$ cat src/rtl/multi_queue_linked_node_pool_defines.svh
// Assertion macros for the linked node pool.
`ifndef MULTI_QUEUE_LINKED_NODE_POOL_DEFINES_SVH
`define MULTI_QUEUE_LINKED_NODE_POOL_DEFINES_SVH

`ifndef ASSERT_OFF

`define MQLNP_ASSERT(lbl, clk, rstn, prop) \
  lbl: assert property (@(posedge clk) disable iff (!rstn) prop) \
    else $error("%m: property violated");

`define MQLNP_ASSERT_NEVER(lbl, clk, rstn, prop) \
  lbl: assert property (@(posedge clk) disable iff (!rstn) !(prop)) \
    else $error("%m: forbidden condition seen");

`else

`define MQLNP_ASSERT(lbl, clk, rstn, prop)

`define MQLNP_ASSERT_NEVER(lbl, clk, rstn, prop)

`endif

`endif

$ cat src/rtl/mqlnp_pkg.sv
package mqlnp_pkg;

  localparam int unsigned NODES_DEF  = 32;
  localparam int unsigned QUEUES_DEF = 4;

  localparam int unsigned FUNC_W   = 2;
  localparam int unsigned QID_W    = 2;
  localparam int unsigned TAG_W    = 32;
  localparam int unsigned KEY_W    = 32;
  localparam int unsigned STATUS_W = 2;
  localparam int unsigned COUNT_W  = 6;
  localparam int unsigned MASK_W   = 4;

  typedef enum logic [FUNC_W-1:0] {
    FUNC_ENQ    = 2'd0,
    FUNC_DEQ    = 2'd1,
    FUNC_REMOVE = 2'd2,
    FUNC_PEEK   = 2'd3
  } func_e;

  typedef enum logic [STATUS_W-1:0] {
    ST_OK        = 2'd0,
    ST_NO_FREE   = 2'd1,
    ST_EMPTY     = 2'd2,
    ST_NOT_FOUND = 2'd3
  } status_e;

  typedef enum logic [3:0] {
    S_IDLE,
    S_QRD,
    S_ALLOC,
    S_APPEND,
    S_WALK,
    S_INS,
    S_INS2,
    S_UNLINK,
    S_FREE,
    S_HEAD,
    S_QWR,
    S_DONE
  } state_e;

endpackage

$ cat src/rtl/mqlnp_ram.sv
module mqlnp_ram #(
  parameter int unsigned WIDTH = 8,
  parameter int unsigned DEPTH = 2
) (
  input  logic                                  clk_i,
  input  logic                                  we_i,
  input  logic [((DEPTH > 1) ? $clog2(DEPTH) : 1)-1:0] waddr_i,
  input  logic [WIDTH-1:0]                      wdata_i,
  input  logic [((DEPTH > 1) ? $clog2(DEPTH) : 1)-1:0] raddr_i,
  output logic [WIDTH-1:0]                      rdata_o
);

  logic [WIDTH-1:0] mem_q [DEPTH];
  logic [WIDTH-1:0] rdata_q;

  always_ff @(posedge clk_i) begin
    if (we_i) begin
      mem_q[waddr_i] <= wdata_i;
    end
    rdata_q <= mem_q[raddr_i];
  end

  assign rdata_o = rdata_q;

endmodule

$ cat src/rtl/multi_queue_linked_node_pool.sv
// Channel  | Handshake               | Payload
// ---------+-------------------------+-------------------------------------------
// input    | in_valid_i / in_ready_o | func_i, queue_id_i, data_tag_i, sort_key_i
// output   | out_valid_o/out_ready_i | status_o, data_out_o, key_out_o, count_o
// config   | cfg_we_i                | cfg_wdata_i (ordered_mask)
//
// One transaction at a time. Failures at the queue read end the transaction there; peek,
// dequeue and enqueue into an empty or FIFO queue need no walk. Sorted insert and remove
// walk the list node by node: the walk does one link and one tag/key memory read per cycle.
// Reset takes effect at once: unused nodes are handed out in descending order
// by a counter, so the link memory needs no clearing pass.
// A finished result waits in the output register; a new transaction is taken
// while it waits, and its own result holds until the register frees.
module multi_queue_linked_node_pool #(
  parameter int unsigned NODES  = mqlnp_pkg::NODES_DEF,
  parameter int unsigned QUEUES = mqlnp_pkg::QUEUES_DEF
) (
  input  logic                              clk_i,
  input  logic                              rst_ni,
  input  logic                              in_valid_i,
  output logic                              in_ready_o,
  input  logic [mqlnp_pkg::FUNC_W-1:0]      func_i,
  input  logic [mqlnp_pkg::QID_W-1:0]       queue_id_i,
  input  logic [mqlnp_pkg::TAG_W-1:0]       data_tag_i,
  input  logic [mqlnp_pkg::KEY_W-1:0]       sort_key_i,
  output logic                              out_valid_o,
  input  logic                              out_ready_i,
  output logic [mqlnp_pkg::STATUS_W-1:0]    status_o,
  output logic [mqlnp_pkg::TAG_W-1:0]       data_out_o,
  output logic [mqlnp_pkg::KEY_W-1:0]       key_out_o,
  output logic [mqlnp_pkg::COUNT_W-1:0]     count_o,
  input  logic                              cfg_we_i,
  input  logic [mqlnp_pkg::MASK_W-1:0]      cfg_wdata_i
);

`include "multi_queue_linked_node_pool_defines.svh"

  localparam int unsigned NW  = $clog2(NODES + 1);
  localparam int unsigned AW  = (NODES > 1) ? $clog2(NODES) : 1;
  localparam int unsigned QW  = (QUEUES > 1) ? $clog2(QUEUES) : 1;
  localparam int unsigned DW  = mqlnp_pkg::TAG_W + mqlnp_pkg::KEY_W;
  localparam int unsigned QRW = 3 * NW;
  localparam logic [NW-1:0] NIL = NW'(NODES);

  function automatic logic [1:0] wrap_queue(input logic [1:0] v);
    logic [1:0] r;
    r = v;
    for (int i = 0; i < 3; i++) begin
      if (32'(r) >= QUEUES) begin
        r = r - 2'(QUEUES);
      end
    end
    return r;
  endfunction

  mqlnp_pkg::state_e  state_q, state_d;
  mqlnp_pkg::func_e   func_q;
  mqlnp_pkg::status_e status_q, status_d;

  logic [1:0]                   q2_q;
  logic [mqlnp_pkg::TAG_W-1:0]  tag_q;
  logic [mqlnp_pkg::KEY_W-1:0]  key_q;
  logic [NW-1:0] qh_q, qh_d, qt_q, qt_d, qc_q, qc_d;
  logic [NW-1:0] nn_q, nn_d, cur_q, cur_d, prev_q, prev_d, nxt_q, nxt_d;
  logic [NW-1:0] free_head_q, free_head_d, fresh_q, fresh_d;
  logic [QUEUES-1:0]            qvalid_q;
  logic [mqlnp_pkg::MASK_W-1:0] mask_q;
  logic [mqlnp_pkg::TAG_W-1:0]  dout_q, dout_d;
  logic [mqlnp_pkg::KEY_W-1:0]  kout_q, kout_d;

  logic                           out_valid_q;
  logic [mqlnp_pkg::STATUS_W-1:0] out_status_q;
  logic [mqlnp_pkg::TAG_W-1:0]    out_dout_q;
  logic [mqlnp_pkg::KEY_W-1:0]    out_kout_q;
  logic [mqlnp_pkg::COUNT_W-1:0]  out_count_q;

  logic          accept;
  logic          out_free;
  logic [QW-1:0] qa_in, qa_q;

  // memory ports
  logic          link_we;
  logic [AW-1:0] link_waddr, link_raddr;
  logic [NW-1:0] link_wdata, link_rdata;
  logic          data_we;
  logic [AW-1:0] data_waddr, data_raddr;
  logic [DW-1:0] data_wdata, data_rdata;
  logic          qram_we;
  logic [QW-1:0] qram_raddr;
  logic [QRW-1:0] qram_wdata, qram_rdata;

  logic [NW-1:0] qh_rd, qt_rd, qc_rd;
  logic [mqlnp_pkg::TAG_W-1:0] tag_cur;
  logic [mqlnp_pkg::KEY_W-1:0] key_cur;
  logic          ordered;
  logic          is_fresh;

  assign accept   = in_valid_i && in_ready_o;
  assign out_free = !out_valid_q || out_ready_i;
  assign qa_in    = QW'(wrap_queue(queue_id_i));
  assign qa_q     = QW'(q2_q);
  assign ordered  = mask_q[q2_q];
  assign is_fresh = nn_q < fresh_q;

  assign qh_rd = qvalid_q[qa_q] ? qram_rdata[3*NW-1:2*NW] : NIL;
  assign qt_rd = qvalid_q[qa_q] ? qram_rdata[2*NW-1:NW]   : NIL;
  assign qc_rd = qvalid_q[qa_q] ? qram_rdata[NW-1:0]      : '0;

  assign tag_cur = data_rdata[DW-1:mqlnp_pkg::KEY_W];
  assign key_cur = data_rdata[mqlnp_pkg::KEY_W-1:0];

  assign qram_wdata = {qh_q, qt_q, qc_q};

  always_comb begin
    state_d     = state_q;
    status_d    = status_q;
    qh_d        = qh_q;
    qt_d        = qt_q;
    qc_d        = qc_q;
    nn_d        = nn_q;
    cur_d       = cur_q;
    prev_d      = prev_q;
    nxt_d       = nxt_q;
    free_head_d = free_head_q;
    fresh_d     = fresh_q;
    dout_d      = dout_q;
    kout_d      = kout_q;
    in_ready_o  = 1'b0;
    link_we     = 1'b0;
    link_waddr  = '0;
    link_wdata  = NIL;
    link_raddr  = cur_q[AW-1:0];
    data_we     = 1'b0;
    data_waddr  = nn_q[AW-1:0];
    data_wdata  = {tag_q, key_q};
    data_raddr  = cur_q[AW-1:0];
    qram_we     = 1'b0;
    qram_raddr  = qa_q;

    unique case (state_q)
      mqlnp_pkg::S_IDLE: begin
        in_ready_o = 1'b1;
        qram_raddr = qa_in;
        if (in_valid_i) begin
          dout_d  = '0;
          kout_d  = '0;
          state_d = mqlnp_pkg::S_QRD;
        end
      end
      mqlnp_pkg::S_QRD: begin
        qh_d     = qh_rd;
        qt_d     = qt_rd;
        qc_d     = qc_rd;
        status_d = mqlnp_pkg::ST_OK;
        unique case (func_q)
          mqlnp_pkg::FUNC_ENQ: begin
            if (free_head_q == NIL) begin
              status_d = mqlnp_pkg::ST_NO_FREE;
              state_d  = mqlnp_pkg::S_DONE;
            end else begin
              nn_d       = free_head_q;
              link_raddr = free_head_q[AW-1:0];
              state_d    = mqlnp_pkg::S_ALLOC;
            end
          end
          mqlnp_pkg::FUNC_REMOVE: begin
            if (qc_rd == '0) begin
              status_d = mqlnp_pkg::ST_NOT_FOUND;
              state_d  = mqlnp_pkg::S_DONE;
            end else begin
              cur_d      = qh_rd;
              prev_d     = NIL;
              link_raddr = qh_rd[AW-1:0];
              data_raddr = qh_rd[AW-1:0];
              state_d    = mqlnp_pkg::S_WALK;
            end
          end
          default: begin
            if (qc_rd == '0) begin
              status_d = mqlnp_pkg::ST_EMPTY;
              state_d  = mqlnp_pkg::S_DONE;
            end else begin
              link_raddr = qh_rd[AW-1:0];
              data_raddr = qh_rd[AW-1:0];
              state_d    = mqlnp_pkg::S_HEAD;
            end
          end
        endcase
      end
      mqlnp_pkg::S_ALLOC: begin
        // never-used nodes come off in descending order without a link read
        if (is_fresh) begin
          free_head_d = (nn_q == '0) ? NIL : NW'(nn_q - 1'b1);
          fresh_d     = NW'(fresh_q - 1'b1);
        end else begin
          free_head_d = link_rdata;
        end
        data_we    = 1'b1;
        link_we    = 1'b1;
        link_waddr = nn_q[AW-1:0];
        link_wdata = NIL;
        if (qc_q == '0) begin
          qh_d    = nn_q;
          qt_d    = nn_q;
          qc_d    = NW'(1);
          state_d = mqlnp_pkg::S_QWR;
        end else if (!ordered) begin
          state_d = mqlnp_pkg::S_APPEND;
        end else begin
          cur_d      = qh_q;
          prev_d     = NIL;
          link_raddr = qh_q[AW-1:0];
          data_raddr = qh_q[AW-1:0];
          state_d    = mqlnp_pkg::S_WALK;
        end
      end
      mqlnp_pkg::S_APPEND: begin
        link_we    = 1'b1;
        link_waddr = qt_q[AW-1:0];
        link_wdata = nn_q;
        qt_d       = nn_q;
        qc_d       = NW'(qc_q + 1'b1);
        state_d    = mqlnp_pkg::S_QWR;
      end
      mqlnp_pkg::S_WALK: begin
        if (func_q == mqlnp_pkg::FUNC_ENQ) begin
          if (key_q >= key_cur) begin
            prev_d     = cur_q;
            cur_d      = link_rdata;
            link_raddr = link_rdata[AW-1:0];
            data_raddr = link_rdata[AW-1:0];
            if (link_rdata == NIL) begin
              state_d = mqlnp_pkg::S_INS;
            end
          end else begin
            state_d = mqlnp_pkg::S_INS;
          end
        end else begin
          if (tag_cur == tag_q) begin
            nxt_d   = link_rdata;
            state_d = mqlnp_pkg::S_UNLINK;
          end else if (link_rdata == NIL) begin
            status_d = mqlnp_pkg::ST_NOT_FOUND;
            state_d  = mqlnp_pkg::S_DONE;
          end else begin
            prev_d     = cur_q;
            cur_d      = link_rdata;
            link_raddr = link_rdata[AW-1:0];
            data_raddr = link_rdata[AW-1:0];
          end
        end
      end
      mqlnp_pkg::S_INS: begin
        link_we    = 1'b1;
        link_waddr = nn_q[AW-1:0];
        link_wdata = cur_q;
        state_d    = mqlnp_pkg::S_INS2;
      end
      mqlnp_pkg::S_INS2: begin
        if (prev_q == NIL) begin
          qh_d = nn_q;
        end else begin
          link_we    = 1'b1;
          link_waddr = prev_q[AW-1:0];
          link_wdata = nn_q;
        end
        if (cur_q == NIL) begin
          qt_d = nn_q;
        end
        qc_d    = NW'(qc_q + 1'b1);
        state_d = mqlnp_pkg::S_QWR;
      end
      mqlnp_pkg::S_UNLINK: begin
        if (prev_q == NIL) begin
          qh_d = nxt_q;
        end else begin
          link_we    = 1'b1;
          link_waddr = prev_q[AW-1:0];
          link_wdata = nxt_q;
        end
        if (qt_q == cur_q) begin
          qt_d = prev_q;
        end
        qc_d    = NW'(qc_q - 1'b1);
        state_d = mqlnp_pkg::S_FREE;
      end
      mqlnp_pkg::S_FREE: begin
        link_we     = 1'b1;
        link_waddr  = cur_q[AW-1:0];
        link_wdata  = free_head_q;
        free_head_d = cur_q;
        state_d     = mqlnp_pkg::S_QWR;
      end
      mqlnp_pkg::S_HEAD: begin
        dout_d = tag_cur;
        kout_d = key_cur;
        if (func_q == mqlnp_pkg::FUNC_DEQ) begin
          qh_d = link_rdata;
          qc_d = NW'(qc_q - 1'b1);
          if (link_rdata == NIL) begin
            qt_d = NIL;
            qc_d = '0;
          end
          link_we     = 1'b1;
          link_waddr  = qh_q[AW-1:0];
          link_wdata  = free_head_q;
          free_head_d = qh_q;
          state_d     = mqlnp_pkg::S_QWR;
        end else begin
          state_d = mqlnp_pkg::S_DONE;
        end
      end
      mqlnp_pkg::S_QWR: begin
        qram_we = 1'b1;
        state_d = mqlnp_pkg::S_DONE;
      end
      mqlnp_pkg::S_DONE: begin
        if (out_free) begin
          state_d = mqlnp_pkg::S_IDLE;
        end
      end
      default: begin
        state_d = mqlnp_pkg::S_IDLE;
      end
    endcase
  end

  always_ff @(posedge clk_i or negedge rst_ni) begin
    if (!rst_ni) begin
      state_q     <= mqlnp_pkg::S_IDLE;
      free_head_q <= NW'(NODES - 1);
      fresh_q     <= NIL;
      qvalid_q    <= '0;
      mask_q      <= '0;
      out_valid_q <= 1'b0;
    end else begin
      state_q     <= state_d;
      free_head_q <= free_head_d;
      fresh_q     <= fresh_d;
      if (cfg_we_i) begin
        mask_q <= cfg_wdata_i;
      end
      if (qram_we) begin
        qvalid_q[qa_q] <= 1'b1;
      end
      if (state_q == mqlnp_pkg::S_DONE && out_free) begin
        out_valid_q <= 1'b1;
      end else if (out_ready_i) begin
        out_valid_q <= 1'b0;
      end
    end
  end

  always_ff @(posedge clk_i) begin
    if (accept) begin
      func_q <= mqlnp_pkg::func_e'(func_i);
      q2_q   <= wrap_queue(queue_id_i);
      tag_q  <= data_tag_i;
      key_q  <= sort_key_i;
    end
    status_q <= status_d;
    qh_q     <= qh_d;
    qt_q     <= qt_d;
    qc_q     <= qc_d;
    nn_q     <= nn_d;
    cur_q    <= cur_d;
    prev_q   <= prev_d;
    nxt_q    <= nxt_d;
    dout_q   <= dout_d;
    kout_q   <= kout_d;
    if (state_q == mqlnp_pkg::S_DONE && out_free) begin
      out_status_q <= status_q;
      out_dout_q   <= dout_q;
      out_kout_q   <= kout_q;
      out_count_q  <= mqlnp_pkg::COUNT_W'(qc_q);
    end
  end

  assign out_valid_o = out_valid_q;
  assign status_o    = out_status_q;
  assign data_out_o  = out_dout_q;
  assign key_out_o   = out_kout_q;
  assign count_o     = out_count_q;

  mqlnp_ram #(
    .WIDTH (NW),
    .DEPTH (NODES)
  ) u_link_ram (
    .clk_i   (clk_i),
    .we_i    (link_we),
    .waddr_i (link_waddr),
    .wdata_i (link_wdata),
    .raddr_i (link_raddr),
    .rdata_o (link_rdata)
  );

  mqlnp_ram #(
    .WIDTH (DW),
    .DEPTH (NODES)
  ) u_data_ram (
    .clk_i   (clk_i),
    .we_i    (data_we),
    .waddr_i (data_waddr),
    .wdata_i (data_wdata),
    .raddr_i (data_raddr),
    .rdata_o (data_rdata)
  );

  mqlnp_ram #(
    .WIDTH (QRW),
    .DEPTH (QUEUES)
  ) u_queue_ram (
    .clk_i   (clk_i),
    .we_i    (qram_we),
    .waddr_i (qa_q),
    .wdata_i (qram_wdata),
    .raddr_i (qram_raddr),
    .rdata_o (qram_rdata)
  );

  // an empty free list means every never-used node is gone
  `MQLNP_ASSERT(a_fresh_on_free_list, clk_i, rst_ni, (free_head_q == NIL) |-> (fresh_q == '0))
  `MQLNP_ASSERT(a_accept_reads_queue, clk_i, rst_ni, accept |=> (state_q == mqlnp_pkg::S_QRD))
  `MQLNP_ASSERT_NEVER(a_walk_empty_queue, clk_i, rst_ni, (state_q == mqlnp_pkg::S_WALK) && (qc_q == '0))
  `MQLNP_ASSERT(a_done_delivers, clk_i, rst_ni, ((state_q == mqlnp_pkg::S_DONE) && out_free) |=> out_valid_q)

endmodule

$ cat config.mk
export PLATFORM = sky130hd
export DESIGN_NAME = multi_queue_linked_node_pool
export DESIGN_NICKNAME = d
export VERILOG_FILES = /design/src/rtl/mqlnp_pkg.sv /design/src/rtl/mqlnp_ram.sv /design/src/rtl/multi_queue_linked_node_pool.sv
export VERILOG_INCLUDE_DIRS = /design/src /design/src/rtl
export SDC_FILE = /design/constraint.sdc
export NUM_CORES = 2
export LEC_CHECK = 0
export ABC_AREA = 1
export BUFFER_PORTS_ARGS = -buffer_cell sky130_fd_sc_hd__buf_2
export CORE_UTILIZATION = 53
export CTS_BUF_LIST = sky130_fd_sc_hd__clkbuf_2
export CTS_CLUSTER_DIAMETER = 30
export DETAILED_ROUTE_END_ITERATION = 8
export GPL_TIMING_DRIVEN = 1
export PLACE_DENSITY = 0.81
export SLEW_MARGIN = 5
export SYNTH_ARGS = -nofsm -noshare
export SYNTH_HDL_FRONTEND = slang
export SYNTH_SLANG_ARGS = --single-unit
$ cat constraint.sdc
create_clock -name clk_i -period 8.7 [get_ports clk_i]
set_input_delay 1.305 -clock clk_i [delete_from_list [all_inputs] [get_ports clk_i]]
set_output_delay 1.305 -clock clk_i [all_outputs]
set_load 0.05 [all_outputs]
# After elaboration in Yosys (flattened, before gate mapping)
# Memories as Yosys holds them, arrays and structs flattened. A register that Yosys moved wholly into a read port is not among the register bits.
# Cells that the tools add are included.
dict set report classes {
  n_addsub 4
  n_bitwise 3
  magnitude_cmp 4
  eq_ne 40
  n_reduce_logical 34
  muxes 105
}
# op n
set ops {}
lappend ops {{$mux W6} 36}
lappend ops {{$pmux W32 S2} 2}
lappend ops {{$pmux W6 S6} 2}
lappend ops {{$mux W5} 12}
lappend ops {{$pmux W6 S5} 2}
lappend ops {{$pmux W6 S3} 3}
lappend ops {{$mux W4} 10}
lappend ops {{$pmux W4 S10} 1}
lappend ops {{$eq A32 B32 Y1} 1}
lappend ops {{$ge A32 B32 Y1} 1}
lappend ops {{$mux W32} 1}
lappend ops {{$ne A2 B2 Y1 const B} 16}
lappend ops {{$pmux W5 S3} 2}
lappend ops {{$pmux W5 S5} 1}
lappend ops {{$eq A6 B6 Y1 const B} 4}
lappend ops {{$logic_not A6 Y1} 3}
lappend ops {{$mux W1} 18}
lappend ops {{$sub A6 B1 Y6 const B} 3}
lappend ops {{$eq A4 B3 Y1 const B} 4}
lappend ops {{$eq A4 B4 Y1 const B} 4}
lappend ops {{$mux W2} 7}
lappend ops {{$reduce_bool A5 Y1} 2}
lappend ops {{$ne A3 B3 Y1 const B} 3}
lappend ops {{$reduce_and A3 Y1} 3}
lappend ops {{other kinds (34)} 49}
dict set report word_totals {
  mem_bits_rw 2312
  input_bits 77
  reg_bits 273
  memories 3
  word_cells 217
  out_inout_bits 74
}
# name words width read_ports rd_clocked_by_memory_dff write_ports line
set mem_list {}
lappend mem_list {u_data_ram.mem_q 32 64 1 1 1 mqlnp_ram.sv:13} ;# logic [WIDTH-1:0] mem_q [DEPTH];
lappend mem_list {u_link_ram.mem_q 32 6 1 1 1 mqlnp_ram.sv:13}
lappend mem_list {u_queue_ram.mem_q 4 18 1 1 1 mqlnp_ram.sv:13}

# Longest topological paths before layout
dict set report logic_depth {
  word_depth 7
  ltp_mapped 27
  ltp_nobuf 25
}

# Modules after synthesis
# A second synthesis with hierarchy kept.
dict set report hier_totals {
  hier_cells 9026
  hier_area_um2 107614.5
}
# mod cells_per_inst n_inst area_each_um2 seq_area_each_um2
set by_module_without_submodules {}
lappend by_module_without_submodules {{mqlnp_ram (u_data_ram)} 6768 1 83022.1 62780.2}
lappend by_module_without_submodules {multi_queue_linked_node_pool 1247 1 13068.8 8080.2}
lappend by_module_without_submodules {{mqlnp_ram (u_link_ram)} 704 1 8077.7 5885.6}
lappend by_module_without_submodules {{mqlnp_ram (u_queue_ram)} 307 1 3445.8 2522.4}

# Least setup slack after synthesis
# No wires, ideal clock.
dict set report synth_path {
  kind {register to register}
  startpoint {reg state_q[3]}
  endpoint {reg dout_q[0] in the netlist's numbering (enable)}
  setup_slack_ns 1.857
  setup_ns 0.575
  t_arrival_ns 6.268
  n_path_buf 0
  required_time_ns 8.125
  path_stages_with_launch 6
  period_less_slack_ns 6.843
  path_cell_list {dfrtp_1 > nor2_1 > inv_4 > nor2_1 > inv_1 > o21ai_0}
}
dict set report synth_via {
  elab_chain_len 3
  word_cells_on_any_way 5
  classes_between {eq/ne (2); reduce/logical (3)}
}
# item line
set synth_lines {}
lappend synth_lines {{start, declared} multi_queue_linked_node_pool.sv:56} ;# mqlnp_pkg::state_e state_q, state_d;
lappend synth_lines {{start signal, assigned} multi_queue_linked_node_pool.sv:330} ;# state_q <= mqlnp_pkg::S_IDLE;
lappend synth_lines {{start signal, assigned} multi_queue_linked_node_pool.sv:337} ;# state_q <= state_d;
lappend synth_lines {{$eq A4 B4 Y1 / $logic_not A4 Y1 (equally long branches)} multi_queue_linked_node_pool.sv:140} ;# unique case (state_q)
lappend synth_lines {{$reduce_bool A2 Y1 (no line) / $ne A2 B2 Y1 (equally long branches)} --}
lappend synth_lines {{$reduce_and A2 Y1 (no line) *} --}
lappend synth_lines {{end signal, assigned} multi_queue_linked_node_pool.sv:369} ;# dout_q <= dout_d;
lappend synth_lines {{end, declared} multi_queue_linked_node_pool.sv:68} ;# logic [mqlnp_pkg::TAG_W-1:0] dout_q, dout_d;
# Every way passes the cells marked *; elsewhere a longest branch is shown, timed or not.
# A chain may end at the register's enable or synchronous reset.

# Worst setup path after layout
dict set report layout_path {
  startpoint {reg key_q[23] in the netlist's numbering}
  endpoint {reg u_data_ram.rdata_q[40], in the netlist u_data_ram.rdata_o[40], read port of u_data_ram.mem_q}
}
dict set report layout_via {
  elab_chain_len 4
}
# item line
set layout_lines {}
lappend layout_lines {{start, declared} multi_queue_linked_node_pool.sv:62} ;# logic [mqlnp_pkg::KEY_W-1:0] key_q;
lappend layout_lines {{start signal, assigned} multi_queue_linked_node_pool.sv:359} ;# key_q <= sort_key_i;
lappend layout_lines {{$ge A32 B32 Y1} multi_queue_linked_node_pool.sv:227} ;# if (key_q >= key_cur) begin
lappend layout_lines {{$mux W5} multi_queue_linked_node_pool.sv:227}
lappend layout_lines {{$mux W5} multi_queue_linked_node_pool.sv:226} ;# if (func_q == mqlnp_pkg::FUNC_ENQ) begin
lappend layout_lines {{$pmux W5 S3} multi_queue_linked_node_pool.sv:140}
lappend layout_lines {{end, declared} mqlnp_ram.sv:14} ;# logic [WIDTH-1:0] rdata_q;
# Every way passes these cells.

==> flow_summary.json <==
{
  "synth_cell_types": 57,
  "drv_cap": 0,
  "cp.arrival_ps": 8540,
  "path_clk_slew_ps": 90,
  "overflow": 0,
  "drive_gt1_frac": 0.1256,
  "area_growth_pct": 9.364,
  "rsz0062_at_grt": "no",
  "endpoint_kind": "flop",
  "synthCells": 10490,
  "clk_latency_ps": 1920,
  "min_period_over_period": 0.7726,
  "drc": 1,
  "dp.final_hpwl_um": 161300,
  "max-clock-path-buffers": 4,
  "worstHoldStart": "data_tag_i[30]",
  "failed_checks": "DRC",
  "yosysSeqAreaShare": 0.6885,
  "status": "complete, but fails checks",
  "hold_depth": 2,
  "cts.sinks": 2673,
  "ir_worst_vdd_uv": 910.9,
  "setup_viol": 0,
  "dieArea_sq_mm": 0.2191,
  "yosys_register_bits": 2673,
  "timing_worst_setup_path_type": "flop to flop",
  "async_reset_ff_frac": 0.009353,
  "drv_slew": 0,
  "synth_ff_type": "edfxtp_1",
  "antenna_found_initial": 14,
  "die_w_um": 468.1,
  "fp.coreArea_sq_mm": 0.2153,
  "cts_max_level": 6,
  "cts_root_buffer": "clkbuf_2",
  "grt_pass1_wl_um": 477800,
  "fin_ws_ps": 1978,
  "p_leak_nw": 51.68,
  "cts_resized": 0,
  "crit_fanout": 146,
  "min_delay_worst_endpoint": "tag_q[30]",
  "hold_violations": 0,
  "period_needed_ps": 6722,
  "grt_pass1_vias": 82220,
  "final_common_cell": "edfxtp_1",
  "portBuffers": 150,
  "cts_made_buffers": 678,
  "r2r-end": "u_data_ram.rdata_o[40]",
  "multi_input_area_sq_mm": 0.02790,
  "dp_slack_ps": 2333,
  "synth.avg_cell_area_sq_um": 10.98,
  "power_density_mw_per_mm2": 401.7,
  "fin_util": 0.5849,
  "syn-cell-area_sq_mm": 0.1151,
  "grt_usage": 0.2881,
  "fmaxAchievable_mhz": 148.8,
  "seqCellArea_sq_mm": 0.07927,
  "critPathLaunchType": "flop",
  "rr_worst_depth": 19,
  "final_cell_mix": "edfxtp_1, nand3_1, nand2_1, inv_1, clkbuf_2",
  "synth_warnings": 0,
  "rows": 170,
  "n_fill_cell": 16850,
  "max_slew.worst_pin.slew_ps": 1333,
  "routabilityCongestion": 0.9509,
  "synth_nets": 10610,
  "synth_edf_count": 2560,
  "wirelength_um": 322000,
  "drtPass1Iterations": 9,
  "cts_tree": "done",
  "rrSetupSlack_ps": 1980,
  "timing.hold.ws_ps": 249.1,
  "tns_ps": 0,
  "finClkSkew_ps": 203.6,
  "initial_core_util": 0.5348,
  "required_ps": 10520,
  "die_height_um": 468.1,
  "drtIter0Drc": 12940,
  "ant_nets": 0,
  "slew_headroom": 0.1114,
  "reg2reg_from": "key_q[23]",
  "vias_per_cell": 5.863,
  "grt_start_max_net_pins": 239,
  "avgRoutedWirePerCell_um": 22.47,
  "nets": 11100,
  "min-delay-path-class": "input port to flop",
  "io_pins": 151,
  "vias": 84010
}
## through the flow
step | instance area (sq um) | instances | total power, mW
2_1_floorplan | 115100 | 10490 | 34.79
3_3_place_gp | 118200 | 12990 | 40.67
3_5_place_dp | 118200 | 12990 | 41.38
4_1_cts | 125900 | 14320 | 50.06
5_1_grt | 125900 | 14330 | 53.50
6_report | 125900 | 14330 | 50.57
## report_power, final
| group | internal (mW) | total, mW | switching (mW) |
|---|---|---|---|
| logic | 6.99 | 25.2 | 18.2 |
| clock network | 3.59 | 8.68 | 5.10 |
| registers | 15.8 | 16.7 | 0.888 |
| total | 26.4 | 50.6 | 24.2 |
## worst max path at each step
stage / from / end / slack [ps] / depth (start not counted)
2_1_floorplan: state_q[3] / dout_q[0] / 1860 / 5
3_3_place_gp: key_q[23] / u_data_ram.rdata_o[1] / 2370 / 19
3_5_place_dp: key_q[23] / u_data_ram.rdata_o[0] / 2330 / 19
4_1_cts: key_q[23] / u_data_ram.rdata_o[18] / 2260 / 19
5_1_grt: key_q[23] / u_data_ram.rdata_o[18] / 1730 / 19
6_report: key_q[23] / u_data_ram.rdata_o[40] / 1980 / 19
## critical path: stages, from the launching register on
cell and delay, ps:
edfxtp_1 1040, ha_1 390, nand2_1 270, nor2_1 120, o21ai_0 130, nand2_1 240
a21oi_1 690, nand2_1 300, nand3_1 150, nand4_1 120, nand3_1 190, nand2_8 590
inv_8 1000, buf_4 440, nand3_1 110, nand3_1 120, nand3_1 130, nand2_1 130
nand2_1 60, nand2_1 90
## area by class of cell
type / instances / area share
Antenna cell: 5 / 0.00009937
Timing Repair Buffer: 434 / 0.02900
Multi-Input combinational cell: 5793 / 0.2216
Clock inverter: 190 / 0.009937
Clock buffer: 998 / 0.03967
Tap cell: 2838 / 0.02820
Sequential cell: 2673 / 0.6296
Inverter: 1398 / 0.04192
## per-layer routing
metal | wire (um) | global-route usage
met5 | 98 | 0
met4 | 17450 | 0.1622
met3 | 41150 | 0.06326
met2 | 148700 | 0.4538
met1 | 114600 | 0.3709
## synthesized netlist by cell type, types with 9 or more instances
master	count	area share
buf_2	284	0.012
nand4_1	18	0.00098
xnor2_1	34	0.0026
clkbuf_8	28	0.0033
inv_2	12	0.00039
nand3b_1	360	0.023
inv_1	1380	0.045
o21ai_0	83	0.0036
a21oi_1	25	0.0011
clkbuf_1	225	0.0073
nor3_1	12	0.00052
dfrtp_1	19	0.0041
ha_1	44	0.0048
edfxtp_1	2560	0.67
o22ai_1	27	0.0015
nand3_1	2431	0.11
buf_4	29	0.0019
nand2_1	2353	0.077
nor2_1	297	0.0097
o221ai_1	12	0.00091
buf_1	50	0.0016
o2111ai_1	9	0.00068
xor2_1	9	0.00068
dfxtp_1	88	0.015
## timing repair
item                                   4_1_cts  5_1_grt
buffers inserted                             0        0
endpoints found under the hold margin      127        0
hold buffers                               147        0
## sequential cells by signal, indices dropped and copies added (netlist names), 18 cells and up
register and cells:
tag_q 32, key_out_o 32, u_queue_ram.rdata_o 18, u_link_ram.mem_q 192
dout_q 32, data_out_o 32, u_queue_ram.mem_q 72, u_data_ram.mem_q 2048
key_q 32, u_data_ram.rdata_o 64, kout_q 32
## cells by family after synthesis
kind of cell	count (synthesis)	synth area share
compound gates	205	0.01124
xor+xnor	43	0.003271
fa+ha+maj	44	0.004782
buf+inv	2022	0.07298
flops	2673	0.6885
mux	1	0.00009780
simple gates	5500	0.2191
(Power assumes the default switching activity.)
